<file path="config.mk">
export PLATFORM = sky130hd
export DESIGN_NAME = byte_stuffing_frame_decoder
export DESIGN_NICKNAME = d
export VERILOG_FILES = /design/src/rtl/core/fsd_pkg.sv /design/src/rtl/core/fsd_front.sv /design/src/rtl/core/fsd_queue.sv /design/src/rtl/core/fsd_back.sv /design/src/rtl/core/byte_stuffing_frame_decoder.sv
export SDC_FILE = /design/constraint.sdc
export NUM_CORES = 1
export LEC_CHECK = 0
export BUFFER_PORTS_ARGS = -buffer_cell sky130_fd_sc_hd__buf_4
export CAP_MARGIN = 20
export CORE_ASPECT_RATIO = 2
export CORE_UTILIZATION = 52
export DETAILED_ROUTE_END_ITERATION = 8
export PLACE_DENSITY = 0.68
export SYNTH_ARGS = -nofsm -noshare
export SYNTH_HDL_FRONTEND = slang
export SYNTH_SLANG_ARGS = --single-unit
</file>
<file path="constraint.sdc">
create_clock -name clk -period 3.1 [get_ports clk]
set_input_delay 0.31 -clock clk [delete_from_list [all_inputs] [get_ports clk]]
set_output_delay 0.31 -clock clk [all_outputs]
set_load 0.01 [all_outputs]
</file>
<file path="src/rtl/core/fsd_pkg.sv">
// Shared types and constants for the byte-stuffing frame decoder.
// No dependencies; imported by every module of the block.
package fsd_pkg;

    localparam int BYTE_W           = 8;
    localparam int IDX_W            = 6;
    localparam int BUFFER_DEPTH_DEF = 64;
    localparam int CFG_AW           = 2;

    localparam logic [BYTE_W-1:0] START_FLAG_RST  = 8'hF7;
    localparam logic [BYTE_W-1:0] END_FLAG_RST    = 8'h7F;
    localparam logic [BYTE_W-1:0] ESCAPE_FLAG_RST = 8'h7D;

    typedef enum logic [CFG_AW-1:0] {
        REG_START_FLAG  = 2'd0,
        REG_END_FLAG    = 2'd1,
        REG_ESCAPE_FLAG = 2'd2
    } cfg_reg_t;

    // Completed-frame descriptor handed from the front end to the queue
    typedef struct packed {
        logic             valid;
        logic [IDX_W-1:0] len;
    } fsd_push_t;

endpackage

</file>
<file path="src/rtl/core/fsd_front.sv">
// Front end: flag registers, byte classification, payload store writes.
// Depends on fsd_pkg.
module fsd_front
    import fsd_pkg::*;
#(
    parameter int BUFFER_DEPTH = BUFFER_DEPTH_DEF,
    parameter int AW           = $clog2(BUFFER_DEPTH)
)
(
    input  logic              clk,
    input  logic              rst_n,
    input  logic              cfg_we,
    input  logic [CFG_AW-1:0] cfg_addr,
    input  logic [BYTE_W-1:0] cfg_wdata,
    input  logic              accept,
    input  logic [BYTE_W-1:0] rx_byte,
    output logic              wr_bank,
    output logic              wr_en,
    output logic [AW:0]       wr_addr,
    output logic [BYTE_W-1:0] wr_data,
    output fsd_push_t         push_desc
);

    typedef enum logic [1:0] {ST_IDLE, ST_RECV, ST_ESC} state_t;

    state_t            state_reg, state_next;
    logic [IDX_W-1:0]  fill_reg, fill_next;
    logic              bank_reg, bank_next;
    logic [BYTE_W-1:0] start_flag_reg, end_flag_reg, escape_flag_reg;
    logic              store;
    logic              overflow;

    always_ff @(posedge clk or negedge rst_n)
    begin
        if (!rst_n)
        begin
            start_flag_reg  <= START_FLAG_RST;
            end_flag_reg    <= END_FLAG_RST;
            escape_flag_reg <= ESCAPE_FLAG_RST;
        end
        else if (cfg_we)
        begin
            case (cfg_reg_t'(cfg_addr))
                REG_START_FLAG:  start_flag_reg  <= cfg_wdata;
                REG_END_FLAG:    end_flag_reg    <= cfg_wdata;
                REG_ESCAPE_FLAG: escape_flag_reg <= cfg_wdata;
                default: ;
            endcase
        end
    end

    assign overflow = ({1'b0, fill_reg} + 1'b1) >= (IDX_W+1)'(BUFFER_DEPTH);

    always_comb
    begin
        state_next = state_reg;
        fill_next  = fill_reg;
        bank_next  = bank_reg;
        store      = 1'b0;
        push_desc  = '{valid: 1'b0, len: fill_reg};
        if (accept)
        begin
            case (state_reg)
                ST_IDLE:
                begin
                    if (rx_byte == start_flag_reg)
                    begin
                        state_next = ST_RECV;
                        fill_next  = '0;
                    end
                end
                ST_ESC:
                begin
                    store = 1'b1;
                end
                ST_RECV:
                begin
                    if (rx_byte == end_flag_reg)
                    begin
                        // hand the frame to the back end, move to the other bank
                        state_next      = ST_IDLE;
                        push_desc.valid = 1'b1;
                        bank_next       = ~bank_reg;
                    end
                    else if (rx_byte == escape_flag_reg)
                        state_next = ST_ESC;
                    else
                        store = 1'b1;
                end
                default: state_next = ST_IDLE;
            endcase
            if (store)
            begin
                if (overflow)
                begin
                    // drop the frame silently
                    state_next = ST_IDLE;
                    fill_next  = '0;
                    store      = 1'b0;
                end
                else
                begin
                    state_next = ST_RECV;
                    fill_next  = IDX_W'(fill_reg + 1'b1);
                end
            end
        end
    end

    always_ff @(posedge clk or negedge rst_n)
    begin
        if (!rst_n)
        begin
            state_reg <= ST_IDLE;
            fill_reg  <= '0;
            bank_reg  <= 1'b0;
        end
        else
        begin
            state_reg <= state_next;
            fill_reg  <= fill_next;
            bank_reg  <= bank_next;
        end
    end

    assign wr_bank = bank_reg;
    assign wr_en   = store;
    assign wr_addr = {bank_reg, fill_reg[AW-1:0]};
    assign wr_data = rx_byte;

endmodule

</file>
<file path="src/rtl/core/fsd_queue.sv">
// Two-entry descriptor queue, one entry per payload bank.
// Depends on fsd_pkg.
module fsd_queue
    import fsd_pkg::*;
(
    input  logic             clk,
    input  logic             rst_n,
    input  logic             push_bank,
    input  fsd_push_t        push_desc,
    input  logic             rel,
    input  logic             rel_bank,
    output logic [1:0]       desc_valid,
    output logic [IDX_W-1:0] desc_len [2]
);

    logic [1:0]       valid_reg;
    logic [IDX_W-1:0] len_reg [2];

    always_ff @(posedge clk or negedge rst_n)
    begin
        if (!rst_n)
            valid_reg <= '0;
        else
        begin
            if (push_desc.valid)
                valid_reg[push_bank] <= 1'b1;
            // release the bank once its last beat is read out
            if (rel)
                valid_reg[rel_bank] <= 1'b0;
        end
    end

    always_ff @(posedge clk)
    begin
        if (push_desc.valid)
            len_reg[push_bank] <= push_desc.len;
    end

    assign desc_valid = valid_reg;
    assign desc_len   = len_reg;

endmodule

</file>
<file path="src/rtl/core/fsd_back.sv">
// Back end: payload store, readout sequencer and output register.
// Depends on fsd_pkg.
module fsd_back
    import fsd_pkg::*;
#(
    parameter int BUFFER_DEPTH = BUFFER_DEPTH_DEF,
    parameter int AW           = $clog2(BUFFER_DEPTH)
)
(
    input  logic              clk,
    input  logic              rst_n,
    input  logic              wr_en,
    input  logic [AW:0]       wr_addr,
    input  logic [BYTE_W-1:0] wr_data,
    input  logic [1:0]        desc_valid,
    input  logic [IDX_W-1:0]  desc_len [2],
    output logic              rel,
    output logic              rel_bank,
    input  logic              pop,
    output logic              empty,
    output logic [BYTE_W-1:0] out_byte,
    output logic [IDX_W-1:0]  out_index,
    output logic [IDX_W-1:0]  frame_length,
    output logic              last,
    output logic              empty_frame
);

    logic [BYTE_W-1:0] mem [2**(AW+1)];
    logic [BYTE_W-1:0] rd_data_reg;

    logic             rd_bank_reg;
    logic [IDX_W-1:0] rd_idx_reg;

    logic             pend_reg;
    logic [IDX_W-1:0] pend_idx_reg, pend_len_reg;
    logic             pend_last_reg, pend_empty_reg;

    logic              out_valid_reg;
    logic [BYTE_W-1:0] out_byte_reg;
    logic [IDX_W-1:0]  out_idx_reg, out_len_reg;
    logic              out_last_reg, out_empty_reg;

    logic             issue, cap;
    logic [IDX_W-1:0] cur_len;
    logic             cur_empty, cur_last;

    assign cur_len   = desc_len[rd_bank_reg];
    assign cur_empty = (cur_len == '0);
    assign cur_last  = cur_empty || (IDX_W'(rd_idx_reg + 1'b1) == cur_len);
    assign cap       = pend_reg && (!out_valid_reg || pop);
    assign issue     = desc_valid[rd_bank_reg] && (!pend_reg || cap);
    assign rel       = issue && cur_last;
    assign rel_bank  = rd_bank_reg;

    always_ff @(posedge clk)
    begin
        if (wr_en)
            mem[wr_addr] <= wr_data;
        if (issue)
            rd_data_reg <= mem[{rd_bank_reg, rd_idx_reg[AW-1:0]}];
    end

    // read sequencer: advance through the frame, then move to the other bank
    always_ff @(posedge clk or negedge rst_n)
    begin
        if (!rst_n)
        begin
            rd_bank_reg <= 1'b0;
            rd_idx_reg  <= '0;
            pend_reg    <= 1'b0;
        end
        else
        begin
            if (issue)
            begin
                if (cur_last)
                begin
                    rd_bank_reg <= ~rd_bank_reg;
                    rd_idx_reg  <= '0;
                end
                else
                    rd_idx_reg <= IDX_W'(rd_idx_reg + 1'b1);
                pend_reg <= 1'b1;
            end
            else if (cap)
                pend_reg <= 1'b0;
        end
    end

    always_ff @(posedge clk)
    begin
        if (issue)
        begin
            pend_idx_reg   <= rd_idx_reg;
            pend_len_reg   <= cur_len;
            pend_last_reg  <= cur_last;
            pend_empty_reg <= cur_empty;
        end
        if (cap)
        begin
            out_byte_reg  <= pend_empty_reg ? '0 : rd_data_reg;
            out_idx_reg   <= pend_idx_reg;
            out_len_reg   <= pend_len_reg;
            out_last_reg  <= pend_last_reg;
            out_empty_reg <= pend_empty_reg;
        end
    end

    always_ff @(posedge clk or negedge rst_n)
    begin
        if (!rst_n)
            out_valid_reg <= 1'b0;
        else if (cap)
            out_valid_reg <= 1'b1;
        else if (pop)
            out_valid_reg <= 1'b0;
    end

    assign empty        = !out_valid_reg;
    assign out_byte     = out_byte_reg;
    assign out_index    = out_idx_reg;
    assign frame_length = out_len_reg;
    assign last         = out_last_reg;
    assign empty_frame  = out_empty_reg;

endmodule

</file>
<file path="src/rtl/core/byte_stuffing_frame_decoder.sv">
// Byte-stuffing frame decoder, top level. Depends on fsd_pkg, fsd_front, fsd_queue, fsd_back.
// Input: one byte per cycle; full rises only while both payload banks hold frames not yet read out.
// Output: one beat per cycle while pop takes them, set by the payload store's single read port;
// a frame's first beat passes queue valid, read data and output registers after its end flag.
// Reset (rst_n, async, active low): flags back to 0xF7/0x7F/0x7D, idle, no frames queued.
module byte_stuffing_frame_decoder
    import fsd_pkg::*;
#(
    parameter int BUFFER_DEPTH = BUFFER_DEPTH_DEF
)
(
    input  logic              clk,
    input  logic              rst_n,
    // configuration write port
    input  logic              cfg_we,
    input  logic [CFG_AW-1:0] cfg_addr,
    input  logic [BYTE_W-1:0] cfg_wdata,
    // received bytes
    input  logic              push,
    output logic              full,
    input  logic [BYTE_W-1:0] rx_byte,
    // decoded payload beats
    output logic              empty,
    input  logic              pop,
    output logic [BYTE_W-1:0] out_byte,
    output logic [IDX_W-1:0]  out_index,
    output logic [IDX_W-1:0]  frame_length,
    output logic              last,
    output logic              empty_frame
);

    localparam int AW = $clog2(BUFFER_DEPTH);

    logic              accept;
    logic              wr_bank;
    logic              wr_en;
    logic [AW:0]       wr_addr;
    logic [BYTE_W-1:0] wr_data;
    fsd_push_t         push_desc;
    logic              rel, rel_bank;
    logic [1:0]        desc_valid;
    logic [IDX_W-1:0]  desc_len [2];

    // The payload store is split in two banks. The front end fills one bank
    // while the back end reads out the other; hold input beats while the bank
    // the front end would write still holds a frame awaiting readout.
    assign full   = desc_valid[wr_bank];
    assign accept = push && !full;

    fsd_front #(
        .BUFFER_DEPTH (BUFFER_DEPTH),
        .AW           (AW)
    ) u_front (
        .clk       (clk),
        .rst_n     (rst_n),
        .cfg_we    (cfg_we),
        .cfg_addr  (cfg_addr),
        .cfg_wdata (cfg_wdata),
        .accept    (accept),
        .rx_byte   (rx_byte),
        .wr_bank   (wr_bank),
        .wr_en     (wr_en),
        .wr_addr   (wr_addr),
        .wr_data   (wr_data),
        .push_desc (push_desc)
    );

    // One descriptor per bank: frame length, valid until the last beat is read
    fsd_queue u_queue (
        .clk        (clk),
        .rst_n      (rst_n),
        .push_bank  (wr_bank),
        .push_desc  (push_desc),
        .rel        (rel),
        .rel_bank   (rel_bank),
        .desc_valid (desc_valid),
        .desc_len   (desc_len)
    );

    // Readout: registered memory read, then the output register
    fsd_back #(
        .BUFFER_DEPTH (BUFFER_DEPTH),
        .AW           (AW)
    ) u_back (
        .clk          (clk),
        .rst_n        (rst_n),
        .wr_en        (wr_en),
        .wr_addr      (wr_addr),
        .wr_data      (wr_data),
        .desc_valid   (desc_valid),
        .desc_len     (desc_len),
        .rel          (rel),
        .rel_bank     (rel_bank),
        .pop          (pop),
        .empty        (empty),
        .out_byte     (out_byte),
        .out_index    (out_index),
        .frame_length (frame_length),
        .last         (last),
        .empty_frame  (empty_frame)
    );

endmodule
</file>
# Word-level counts from Yosys, hierarchy flattened
# Memories as Yosys holds them, arrays and structs flattened. A register that Yosys moved wholly into a read port is not among the register bits.
# Index checks and enable logic that the tools add are counted.
# classes
n_shift	0
div_mod_pow	0
reduce_logical	27
mul	0
n_eq_ne	11
bitwise_logic	7
n_lt_le_gt_ge	8
n_mux	43
add_sub_neg	3
# ops
operator	n
6-bit 2-to-1 mux	9
8-bit == test	3
1-bit 2-to-1 mux	22
6-bit by 1-bit adder with 6-bit output (second input constant)	2
12-bit bitwise mux	1
2-bit 2-to-1 mux	6
2-bit AND reduction	4
2-bit nonzero test	4
6-bit by 1-bit adder with 7-bit output (second input constant)	1
7-bit greater-or-equal comparator (second input constant)	1
1-bit logical AND	7
6-bit demux with 1-bit select	1
6-bit == test	1
6-bit logical NOT	1
2-bit case mux with 3 select lines	1
3-bit AND reduction	2
2-bit by 1-bit == test with 1-bit output (second input constant)	2
2-bit == test (second input constant)	2
2-bit greater-or-equal comparator (second input constant)	2
2-bit logical NOT	2
1-bit by 2-bit less-than comparator with 1-bit output (second input constant)	2
4-bit by 1-bit != test with 1-bit output (second input constant)	1
1-bit inverter with 2-bit output	2
4-bit AND reduction	1
12 further kinds	19
# word_totals
wordCells	122
ram_bits	1024
register_bits	92
out_inout_bits	24
memories	1
mem_bits_ro	0
latchBits	0
inputBits	23
# mem_list
memory	depth	width	rd	rd_clocked_by_memory_dff	wr	line_no	rtl
u_back.mem	128	8	1	1	1	fsd_back.sv:28	logic [BYTE_W-1:0] mem [2**(AW+1)];

# Depth between registers and ports, before layout
# Gate-level depths: netlist (run 1).
# logic_depth
ltp_word	9
mapped_depth	9
ltp_nobuf	7

# Cells and area by module
# Synthesis (run 1) repeated with hierarchy kept, for this count alone.
# unflattened
hier_cells	2062
hier_area_um2	43334.1
# by_module_without_submodules
mod	cells_each	n_inst	seq_area_each_um2	area_per_inst_um2
fsd_back	1884	1	32296.0	40971.8
fsd_front	156	1	850.8	1876.8
fsd_queue	19	1	410.4	460.4
byte_stuffing_frame_decoder	3	1	0.0	25.0

# Worst setup path before layout (run 1)
# No wires, ideal clock.
# synth_timing
path_kind	register to register
start	reg u_front.state_reg[0]
end	mem u_back.mem[73][0] (enable)
setup_ps	370
period_less_slack_ps	2339
path_slack_ps	761
stages_incl_launch_ff	9
n_path_buf	2
required_time_ps	2730
arrival_time_ps	1969
cell_sequence	dfrtp_1 -> inv_1 -> ha_1 -> o21ai_0 -> o21ai_1 -> buf_2 -> nand4_2 -> clkbuf_1 -> nor2_1
# synth_between
elab_chain_cells	7
word_cells_on_any_way	8
classes_between	eq/ne (2); mux (6)
# synth_lines
item	line_no	rtl
start, declared	fsd_front.sv:26	state_t state_reg, state_next;
start signal, assigned	fsd_front.sv:120	state_reg <= state_next;
2-bit by 1-bit == test with 1-bit output / 2-bit == test (equally long branches)	fsd_front.sv:63	case (state_reg)
1-bit case mux with 2 select lines *	fsd_front.sv:63	
1-bit 2-to-1 mux *	fsd_front.sv:61	if (accept)
1-bit 2-to-1 mux *	fsd_front.sv:92	if (store)
1-bit 2-to-1 mux *	fsd_front.sv:61	
1-bit 2-to-1 mux *	fsd_back.sv:57	if (wr_en)
1-bit 2-to-1 mux (implied by the code) *	fsd_back.sv:58	mem[wr_addr] <= wr_data;
end, declared	fsd_back.sv:28	
# Mark *: on every way between the ends. The rest lies on a longest branch, timed or not. The select of a mux whose other input is x is not followed.

==> metrics.yaml, run 1 <==
run_status:
  run_status: "completed"
clock_tree:
  worstSkewPairLatency_ns: 0.68
  clockRootBuffer: "clkbuf_16"
  clkSlewWorstSetupHoldPaths_ns: 0.07
  clk_path_buf_depth: 3
  cts_setup_buffers: 0
  numCtsBuffers: 92
  cts_tree: "built"
  cts_max_level: 3
  clock_sinks: 1124
worst_hold_path:
  min_from: "rx_byte[0]"
  hold_class: "in -> reg"
  holdPathEnd: "u_back.mem[38][0]"
  hold-path-cell-count: 1
detailed_routing:
  drc: 0
  dr_total_vias: 21200
  wirelength_um: 103000
  wl_per_cell_um: 30.1
  first_iter_violations: 1925
  first_pass_iters: 5
  via_per_inst: 6.15
  detail-route-antenna-nets: 0
synth:
  syn-cell-area_um2: 43800
  synth_seq_cells: 1124
  synth_top_area_share_pct: 74.1
  synth_cell_type_count: 53
  ys_seq_area_share_pct: 76.7
  synth_top_area_cell: "edfxtp_1"
  synthFlopType: "edfxtp_1"
  ys_warn_count: 0
  synth_area_leaders: "edfxtp_1 (74%), mux4_2 (13%), mux2i_1 (1.6%)"
  synth-edff-count: 1080
  syn_avg_cell_area_um2: 20.7
  netlist_instances: 2110
  async_flop_share_pct: 3.91
  syn_nets: 2139
critical_path:
  reg2reg_from: "u_back.rd_idx_reg[2]"
  path_class: "reg -> reg"
  startpoint_type: "flop"
  r2r-end: "u_back.rd_data_reg[6]"
  required_ns: 3.63
  worstRegToRegCells: 8
  r2r_slack_ns: 0.005
  critPathMaxFanout: 16
  cp-end-kind: "flop"
  cp.arrival_ns: 3.62
power_and_ir_drop:
  power.leakage_nw: 16.0
  ir_drop_mv: 0.429
  power.density_cell_area_nw_per_um2: 748
  p_total_mw: 37.0
layout:
  nets: 2331
  post_layout_nonfiller_instances: 3439
  fill_cells: 5790
  layout_common_cells: "edfxtp_1 (1080), mux4_2 (256), buf_4 (174)"
  final_common_cell: "edfxtp_1"
  syn_to_final_growth_pct: 12.9
  largest_register: "u_back.mem"
  largest_reg_flops: 1024
  drive_gt1_share_pct: 27.2
  diodes: 0
  post-route-util_pct: 59.2
floorplan:
  die_height_um: 412
  ioPinCount: 47
  coreArea_um2: 83500
  num_rows: 150
  die_w_um: 207
  die_area_um2: 85400
  initial_utilization_pct: 52.4
sta:
  fmax_mhz: 323
  clock-skew-final_ns: 0.0202
  timing.max_slew.rel_slack_pct: 30.6
  finalHoldViolCount: 0
  rsz0062_at_grt: "false"
  drv_slew: 0
  fin_crit_ns: 3.10
  setup_viol: 0
  final.setup.tns_ns: 0
  finalCritPeriodShare_pct: 99.8
  worst_pin_slew_ns: 1.04
  hold_ws_ns: 0.0684
global_route:
  grt_overflow: 0
  grt_pass1_vias: 22500
  grt_max_degree: 124
  grt_pass1_wl_um: 152000
  grt_use_total_pct: 24.9
  antenna_found_initial: 0
place:
  dp_cells: 3260
  dp.final_hpwl_um: 69500
  finalWeightedCongestion: 0.890
  portBuffers: 46
job:
  cap_violations: 0
[power by group]
group	switching, mW	leakage, nW	total [mW]	internal [mW]
logic	4.14	4.33	7.94	3.81
clock network	5.24	1.45	11.7	6.46
registers	0.292	10.2	17.3	17.0
total	9.67	16.0	37.0	27.3
[logic make-up after synthesis]
logic type               synth area share (%)
flip-flops                               76.7
multiplexers                             15.5
AND/OR/NAND/NOR                          3.35
AO/OA/AOI/OAI                            2.29
buffers and inverters                    1.41
XOR/XNOR                                0.660
adder cells (fa/ha/maj)                 0.171
[worst max-delay path by stage]
stage,depth (start not counted),endpoint,from,slack (ns)
CTS,8,u_back.rd_data_reg[1],u_back.rd_idx_reg[2],0.03
global placement,6,u_back.rd_data_reg[5],u_back.rd_idx_reg[4],0.02
finish,8,u_back.rd_data_reg[6],u_back.rd_idx_reg[2],0.005
detailed placement,7,u_back.rd_data_reg[1],u_back.rd_idx_reg[4],0.02
floorplan,8,u_back.mem[73][0],u_front.state_reg[0],0.76
global route,8,u_back.rd_data_reg[1],u_back.rd_idx_reg[2],0.04
[worst max-delay path, stage by stage (launching register included)]
cell      delay, ns
dfrtp_1        0.65
nor2_1         0.10
nand2_1        0.54
buf_4          0.39
o22ai_1        0.14
a211oi_1       0.69
buf_4          0.25
o211ai_1       0.09
nand4_1        0.10
[what timing repair did]
action,4_1_cts,5_1_grt
endpoints found under the setup margin,1,1
gates resized for setup,1,1
hold endpoints to repair,62,0
hold buffers,12,0
[through the flow]
| step | setup slack (ns) | instance area (um2) |
|---|---|---|
| after floorplan | 0.761 | 43800 |
| after detailed placement | 0.0208 | 46300 |
| after CTS | 0.0323 | 49400 |
| after global placement | 0.0157 | 46300 |
| after global routing | 0.0365 | 49400 |
| final | 0.00495 | 49400 |
[Yosys cell counts, drive strengths merged (3+ instances only)]
cell type / n
edfxtp: 1080
mux4: 256
nor2: 164
buf: 72
mux2i: 72
nand2: 58
o22ai: 40
clkbuf: 38
xnor2: 31
o21ai: 28
mux2: 25
dfrtp: 24
nand4: 22
dfstp: 20
nand3: 19
o211ai: 19
nor2b: 18
a211oi: 17
inv: 15
a21oi: 12
nor4: 9
a2111oi: 8
a22oi: 8
a21o: 6
and2: 6
and3: 6
ha: 6
nand3b: 4
a221oi: 3
nor3: 3
or3: 3
[metal layers]
metal / share of wire (%) / wire [um] / vias to the layer above / global-route usage [%]
li1: - / - / 9041 / -
met4: 5.8 / 5960 / 0 / 13.9
met1: 34 / 35500 / 11100 / 27.6
met3: 4.8 / 4970 / 213 / 3.50
met2: 55 / 56900 / 777 / 46.1
met5: 0 / 0 / - / 0
[area by class of cell]
cell class | instances | area [um2] | share of cell area, %
clock buffers | 115 | 2520 | 5.11
clock inverters | 52 | 474 | 0.959
inverters | 16 | 60.1 | 0.121
multi-input cells | 860 | 9620 | 19.4
flip-flops and latches | 1124 | 33600 | 67.9
well taps | 1064 | 1330 | 2.69
repair buffers | 208 | 1870 | 3.78
No activity file was read; power rests on OpenSTA's default activity.
==> run 2, diff against run 1 <==
- CORE_UTILIZATION: 52 -> 55
- PLACE_DENSITY: 0.68 -> 0.71
==> metrics.yaml, run 2 (same netlist as run 1, synthesis figures left out) <==
clock_tree:
  worstSkewPairLatency_ns: 0.67  # was 0.68 ns
  clockRootBuffer: "clkbuf_16"  # unchanged
  clock_sinks: 1124  # unchanged
  clk_path_buf_depth: 3  # unchanged
  cts_max_level: 3  # unchanged
  numCtsBuffers: 87  # was 92
  clkSlewWorstSetupHoldPaths_ns: 0.07  # about the same
  cts_tree: "built"  # unchanged
critical_path:
  cp-end-kind: "flop"  # unchanged
  required_ns: 3.62  # was 3.63 ns
  critPathBufInv: 3  # was 2
  worstPathCellList: "buf_4 -> nor2_1 -> nand2_1 -> buf_4 -> nor2_1 -> a2111oi_0 -> buf_4 -> o211ai_1 -> nand4_1"  # was nor2_1 -> nand2_1 -> buf_4 -> o22ai_1 -> a211oi_1 -> buf_4 -> o211ai_1 -> nand4_1
  startpoint_type: "flop"  # unchanged
  critPathSlowestCell: "a2111oi_0"  # was a211oi_1
  worst_setup_path_startpoint: "u_back.rd_idx_reg[3]"  # was u_back.rd_idx_reg[2]
  cp.arrival_ns: 3.55  # was 3.62 ns
  critPathMaxFanout: 20  # was 16
  cp_top_family: "buffers and inverters"  # was compound AO/OA/AOI/OAI gates
  reg2reg_from: "u_back.rd_idx_reg[3]"  # was u_back.rd_idx_reg[2]
  cpMostUsedCell: "buf_4"  # unchanged
  path_class: "reg -> reg"  # unchanged
  critPathMaxStageDelay_ns: 0.73  # was 0.69 ns
sta:
  setup_viol: 0  # unchanged
  drv_slew: 0  # unchanged
  worst_pin_slew_ns: 1.28  # was 1.04 ns
  final.setup.tns_ns: 0  # unchanged
  rsz0062_at_grt: "false"  # unchanged
  setup_slack_ns: 0.0691  # was 0.00495 ns
  clock-skew-final_ns: 0.0211  # was 0.0202 ns
  fmax_mhz: 330  # was 323 MHz
  timing.max_slew.rel_slack_pct: 14.9  # was 30.6%
  fin_crit_ns: 3.03  # was 3.10 ns
  finalHoldViolCount: 0  # unchanged
  finalCritPeriodShare_pct: 97.8  # was 99.8%
power_and_ir_drop:
  p_total_mw: 36.7  # was 37.0 mW
  p_clk_share_pct: 31.0  # was 31.7%
  p_sw_share_pct: 26.2  # about the same
  net-switching-power_mw: 9.60  # was 9.67 mW
  intPower_mw: 27.1  # was 27.3 mW
  power.leakage_nw: 15.9  # was 16.0 nW
  p_seq_share_pct: 47.4  # was 46.9%
  power.density_cell_area_nw_per_um2: 746  # was 748 nW/um2
  power_frac_comb_pct: 21.6  # was 21.5%
  ir_drop_mv: 0.649  # was 0.429 mV
detailed_routing:
  first_iter_violations: 1736  # was 1925
  detail-route-antenna-nets: 0  # unchanged
  first_pass_iters: 6  # was 5
  wl_per_cell_um: 29.4  # was 30.1 um
  via_per_inst: 6.25  # was 6.15
  drc: 0  # unchanged
  dr_total_vias: 21300  # was 21200
  wirelength_um: 100000  # was 103000 um
layout:
  final_common_cell: "edfxtp_1"  # unchanged
  layout_common_cells: "edfxtp_1 (1080), mux4_2 (256), buf_4 (189)"  # was edfxtp_1 (1080), mux4_2 (256), buf_4 (174)
  largest_register: "u_back.mem"  # unchanged
  syn_to_final_growth_pct: 12.3  # was 12.9%
  drive_gt1_share_pct: 27.4  # was 27.2%
  largest_reg_flops: 1024  # unchanged
  diodes: 0  # unchanged
  post_layout_nonfiller_instances: 3407  # was 3439
  multi_input_area_um2: 9610  # was 9620 um2
  seqCellArea_um2: 33600  # unchanged
  fill_cells: 5318  # was 5790
  nets: 2329  # was 2331
job:
  cap_violations: 0  # unchanged
place:
  dp.final_hpwl_um: 67600  # was 69500 um
  dpl_worst_slack_ns: 0.0535  # was 0.0208 ns
  finalWeightedCongestion: 0.940  # was 0.890
  portBuffers: 46  # unchanged
  dp_cells: 3236  # was 3260
global_route:
  grt_pass1_wl_um: 147000  # was 152000 um
  antenna_found_initial: 0  # unchanged
  grt_overflow: 0  # unchanged
  grt_use_total_pct: 25.5  # was 24.9%
  grt_pass1_vias: 22600  # was 22500
  grt_max_degree: 95  # was 124
worst_hold_path:
  hold_class: "in -> reg"  # unchanged
  min_from: "rx_byte[6]"  # was rx_byte[0]
floorplan:
  num_rows: 146  # was 150
  die_w_um: 201  # was 207 um
  die_area_um2: 80800  # was 85400 um2
  ioPinCount: 47  # unchanged
  die_height_um: 401  # was 412 um
  initial_utilization_pct: 55.5  # was 52.4%
  coreArea_um2: 78900  # was 83500 um2
run_status:
  run_status: "completed"  # unchanged
## run 2: layout make-up
type | instances | area share [%]
flip-flops and latches | 1124 | 68.3
well taps | 1036 | 2.64
multi-input cells | 860 | 19.6
clock buffers | 111 | 4.76
repair buffers | 211 | 3.56
clock inverters | 49 | 1.07
inverters | 16 | 0.122
## run 2: routing by layer
layer | GRT usage [%] | up-vias | routed length [um]
met5 | 0 | - | 0
met4 | 16.1 | 0 | 6610
met3 | 3.02 | 236 | 5190
met2 | 46.5 | 870 | 55200
met1 | 28.1 | 11100 | 33100
li1 | - | 9036 | -
## run 2: path summary, 6_finish.rpt
kind,end,slack [ns],cells after the start
min in group asynchronous,u_front.escape_flag_reg[7],0.20,2
worst max-delay path,u_back.rd_data_reg[3],0.07,9
worst min-delay path,u_back.mem[18][6],0.04,1
max in group asynchronous,u_back.rd_idx_reg[0],2.44,2
worst min register to register,u_back.out_index[2],0.42,0
worst max register to register,u_back.rd_data_reg[3],0.07,9
## run 2: stage by stage
step	utilization, %	hold WS, ns	area, um2
2_1_floorplan	-	0.0144	43800
3_3_place_gp	58.5	0.339	46200
3_5_place_dp	58.5	0.348	46200
4_1_cts	62.3	0.00713	49100
5_1_grt	62.3	0.0212	49200
6_report	62.3	0.0434	49200
## run 2: repair_timing
item,4_1_cts,5_1_grt
setup buffers,0,0
hold buffers,11,0
setup endpoints to repair,0,1
resized for setup,0,1
hold endpoints to repair,73,0
## run 2: power groups by stage
stage               logic (mW)  registers, mW  clock network, mW
finish                    7.94           17.4               11.4
CTS                       8.05           17.4               11.5
floorplan                 5.49           17.5                  0
detailed placement        8.02           17.7                  0
global placement          7.93           17.7                  0
global route              8.39           17.4               12.0
==> run 3, diff against run 2 <==
--- a/config.mk
+++ b/config.mk
@@ -9,3 +9,3 @@
 export CAP_MARGIN = 20
-export CORE_ASPECT_RATIO = 2
+export CORE_ASPECT_RATIO = 0.8
 export CORE_UTILIZATION = 55
--- a/constraint.sdc
+++ b/constraint.sdc
@@ -3,2 +3,2 @@
 set_output_delay 0.31 -clock clk [all_outputs]
-set_load 0.01 [all_outputs]
+set_load 0.05 [all_outputs]
==> metrics.yaml, run 3 (same netlist as run 1, synthesis figures left out) <==
run_status:
  run_status: "completed"  # unchanged
detailed_routing:
  wl_per_cell_um: 29.4  # about the same
  first_pass_iters: 5  # was 6
  via_per_inst: 6.40  # was 6.25
  detail-route-antenna-nets: 0  # unchanged
  drc: 0  # unchanged
  dr_total_vias: 21700  # was 21300
  first_iter_violations: 2714  # was 1736
  wirelength_um: 99600  # was 100000 um
layout:
  fill_cells: 5306  # was 5318
  diodes: 0  # unchanged
  drive_gt1_share_pct: 26.3  # was 27.4%
  nets: 2304  # was 2329
  final_common_cell: "edfxtp_1"  # unchanged
  largest_reg_flops: 1024  # unchanged
  largest_register: "u_back.mem"  # unchanged
  syn_to_final_growth_pct: 12.8  # was 12.3%
  layout_common_cells: "edfxtp_1 (1080), mux4_2 (256), nor2_1 (159)"  # was edfxtp_1 (1080), mux4_2 (256), buf_4 (189)
clock_tree:
  worstSkewPairLatency_ns: 0.68  # was 0.67 ns
  clockRootBuffer: "clkbuf_16"  # unchanged
  clkSlewWorstSetupHoldPaths_ns: 0.06  # was 0.07 ns
  clk_path_buf_depth: 3  # unchanged
  cts_max_level: 3  # unchanged
  numCtsBuffers: 102  # was 87
  clock_sinks: 1124  # unchanged
  cts_tree: "built"  # unchanged
global_route:
  grt_max_degree: 102  # was 95
  grt_use_total_pct: 25.3  # was 25.5%
  antenna_found_initial: 5  # was 0
  grt_pass1_vias: 21900  # was 22600
  grt_overflow: 0  # unchanged
  grt_pass1_wl_um: 148000  # was 147000 um
power_and_ir_drop:
  ir_drop_mv: 0.618  # was 0.649 mV
  p_total_mw: 37.7  # was 36.7 mW
  power.density_cell_area_nw_per_um2: 764  # was 746 nW/um2
  power.leakage_nw: 15.9  # about the same
floorplan:
  die_area_um2: 80700  # was 80800 um2
  initial_utilization_pct: 55.6  # was 55.5%
  coreArea_um2: 78700  # was 78900 um2
  num_rows: 92  # was 146
  die_w_um: 317  # was 201 um
  ioPinCount: 47  # unchanged
  die_height_um: 254  # was 401 um
sta:
  worst_pin_slew_ns: 1.16  # was 1.28 ns
  finalHoldViolCount: 0  # unchanged
  fmax_mhz: 335  # was 330 MHz
  finalCritPeriodShare_pct: 96.2  # was 97.8%
  setup_viol: 0  # unchanged
  rsz0062_at_grt: "true"  # was false
  fin_crit_ns: 2.98  # was 3.03 ns
  drv_slew: 0  # unchanged
  timing.max_slew.rel_slack_pct: 22.7  # was 14.9%
  final.setup.tns_ns: 0  # unchanged
  clock-skew-final_ns: 0.0318  # was 0.0211 ns
critical_path:
  cp-end-kind: "flop"  # unchanged
  cp_top_family: "simple AND/OR/NAND/NOR gates"  # was buffers and inverters
  worstPathCellList: "inv_1 -> ha_1 -> o21ai_0 -> o21ai_1 -> buf_4 -> nand4_2 -> buf_4 -> nor2_1"  # was buf_4 -> nor2_1 -> nand2_1 -> buf_4 -> nor2_1 -> a2111oi_0 -> buf_4 -> o211ai_1 -> nand4_1
  startpoint_type: "flop"  # unchanged
  cp.arrival_ns: 3.27  # was 3.55 ns
  critPathMaxStageDelay_ns: 0.87  # was 0.73 ns
  path_class: "reg -> reg"  # unchanged
  critPathSlowestCell: "nor2_1"  # was a2111oi_0
  critPathMaxFanout: 16  # was 20
  cp.depth: 8  # was 9
  reg2reg_from: "u_front.state_reg[0]"  # was u_back.rd_idx_reg[3]
  required_ns: 3.39  # was 3.62 ns
  critPathBufInv: 3  # unchanged
  worstRegToRegCells: 8  # was 9
  cpMostUsedCell: "buf_4"  # unchanged
  worst_setup_path_startpoint: "u_front.state_reg[0]"  # was u_back.rd_idx_reg[3]
worst_hold_path:
  hold-path-cell-count: 3  # was 1
  min_from: "cfg_addr[1]"  # was rx_byte[6]
  hold_class: "in -> reg"  # unchanged
job:
  cap_violations: 0  # unchanged
place:
  portBuffers: 46  # unchanged
  dp.final_hpwl_um: 62600  # was 67600 um
  finalWeightedCongestion: 0.848  # was 0.940
-- run 3: cell count changes in the layout (fill, tap and decap cells not counted), moves of 2 or more --
cell / previous run / this run
bufinv_16: 10 / 7
a2111oi_0: 5 / 8
clkinv_1: 10 / 25
clkinv_2: 16 / 12
buf_4: 189 / 135
nor2_1: 164 / 159
buf_12: 11 / 24
a2111oi_1: 3 / 0
clkbuf_16: 89 / 104
nor2_2: 0 / 5
inv_6: 5 / 3
clkbuf_1: 19 / 25
-- run 3: worst paths after layout --
path                            slack [ns]                        end
worst min register to register        0.42     u_back.frame_length[2]
max in group asynchronous             2.47       u_back.rd_idx_reg[0]
min in group asynchronous             0.19            u_back.pend_reg
worst max register to register        0.12          u_back.mem[25][4]
worst min-delay path                  0.12  u_front.start_flag_reg[5]
worst max-delay path                  0.12          u_back.mem[25][4]
-- run 3: worst reg2reg max path: stages, from the launching register on --
cell,delay (ns)
dfrtp_1,0.39
inv_1,0.10
ha_1,0.34
o21ai_0,0.10
o21ai_1,0.19
buf_4,0.21
nand4_2,0.11
buf_4,0.28
nor2_1,0.88
-- run 3: what timing repair did --
action,CTS,global route
hold endpoints to repair,57,0
cloned,0,0
hold buffers,12,0
endpoints found under the setup margin,1,47
pin swaps,0,0
resized for setup,0,5
buffers inserted,3,0
-- run 3: area by class of cell --
class | instances | area, um2 | share of cell area, %
clock buffer | 131 | 2720 | 5.52
timing repair buffer | 171 | 1610 | 3.27
tap | 1034 | 1290 | 2.62
inverter | 16 | 60.1 | 0.122
clock inverter | 56 | 488 | 0.988
sequential | 1124 | 33600 | 68.0
multi-input combinational | 860 | 9620 | 19.5
-- run 3: where the power goes --
group / switching [mW] / leakage, nW / internal [mW]
combinational: 4.20 / 4.13 / 3.96
sequential: 0.314 / 10.2 / 17.0
clock: 5.43 / 1.55 / 6.80
total: 9.94 / 15.9 / 27.8
-- run 3: metal layers --
metal / track usage [%] / wire [um] / up-vias
met4: 5.55 / 1720 / 4
li1: - / - / 9027
met2: 39.2 / 46600 / 1080
met5: 0 / 26 / -
met3: 5.50 / 9770 / 131
met1: 37.6 / 41600 / 11500
-- run 3: metrics by stage --
step	cells	hold slack, ns	area (um2)	setup WS [ns]	util, %
floorplan	2110	0.0144	43800	0.761	-
CTS	3392	0.0836	49400	0.126	62.7
detailed placement	3190	0.348	46000	-0.0424	58.4
global placement	3190	0.332	46000	-0.0329	58.4
finish	3392	0.117	49400	0.117	62.7
global route	3392	0.104	49400	-0.00474	62.7
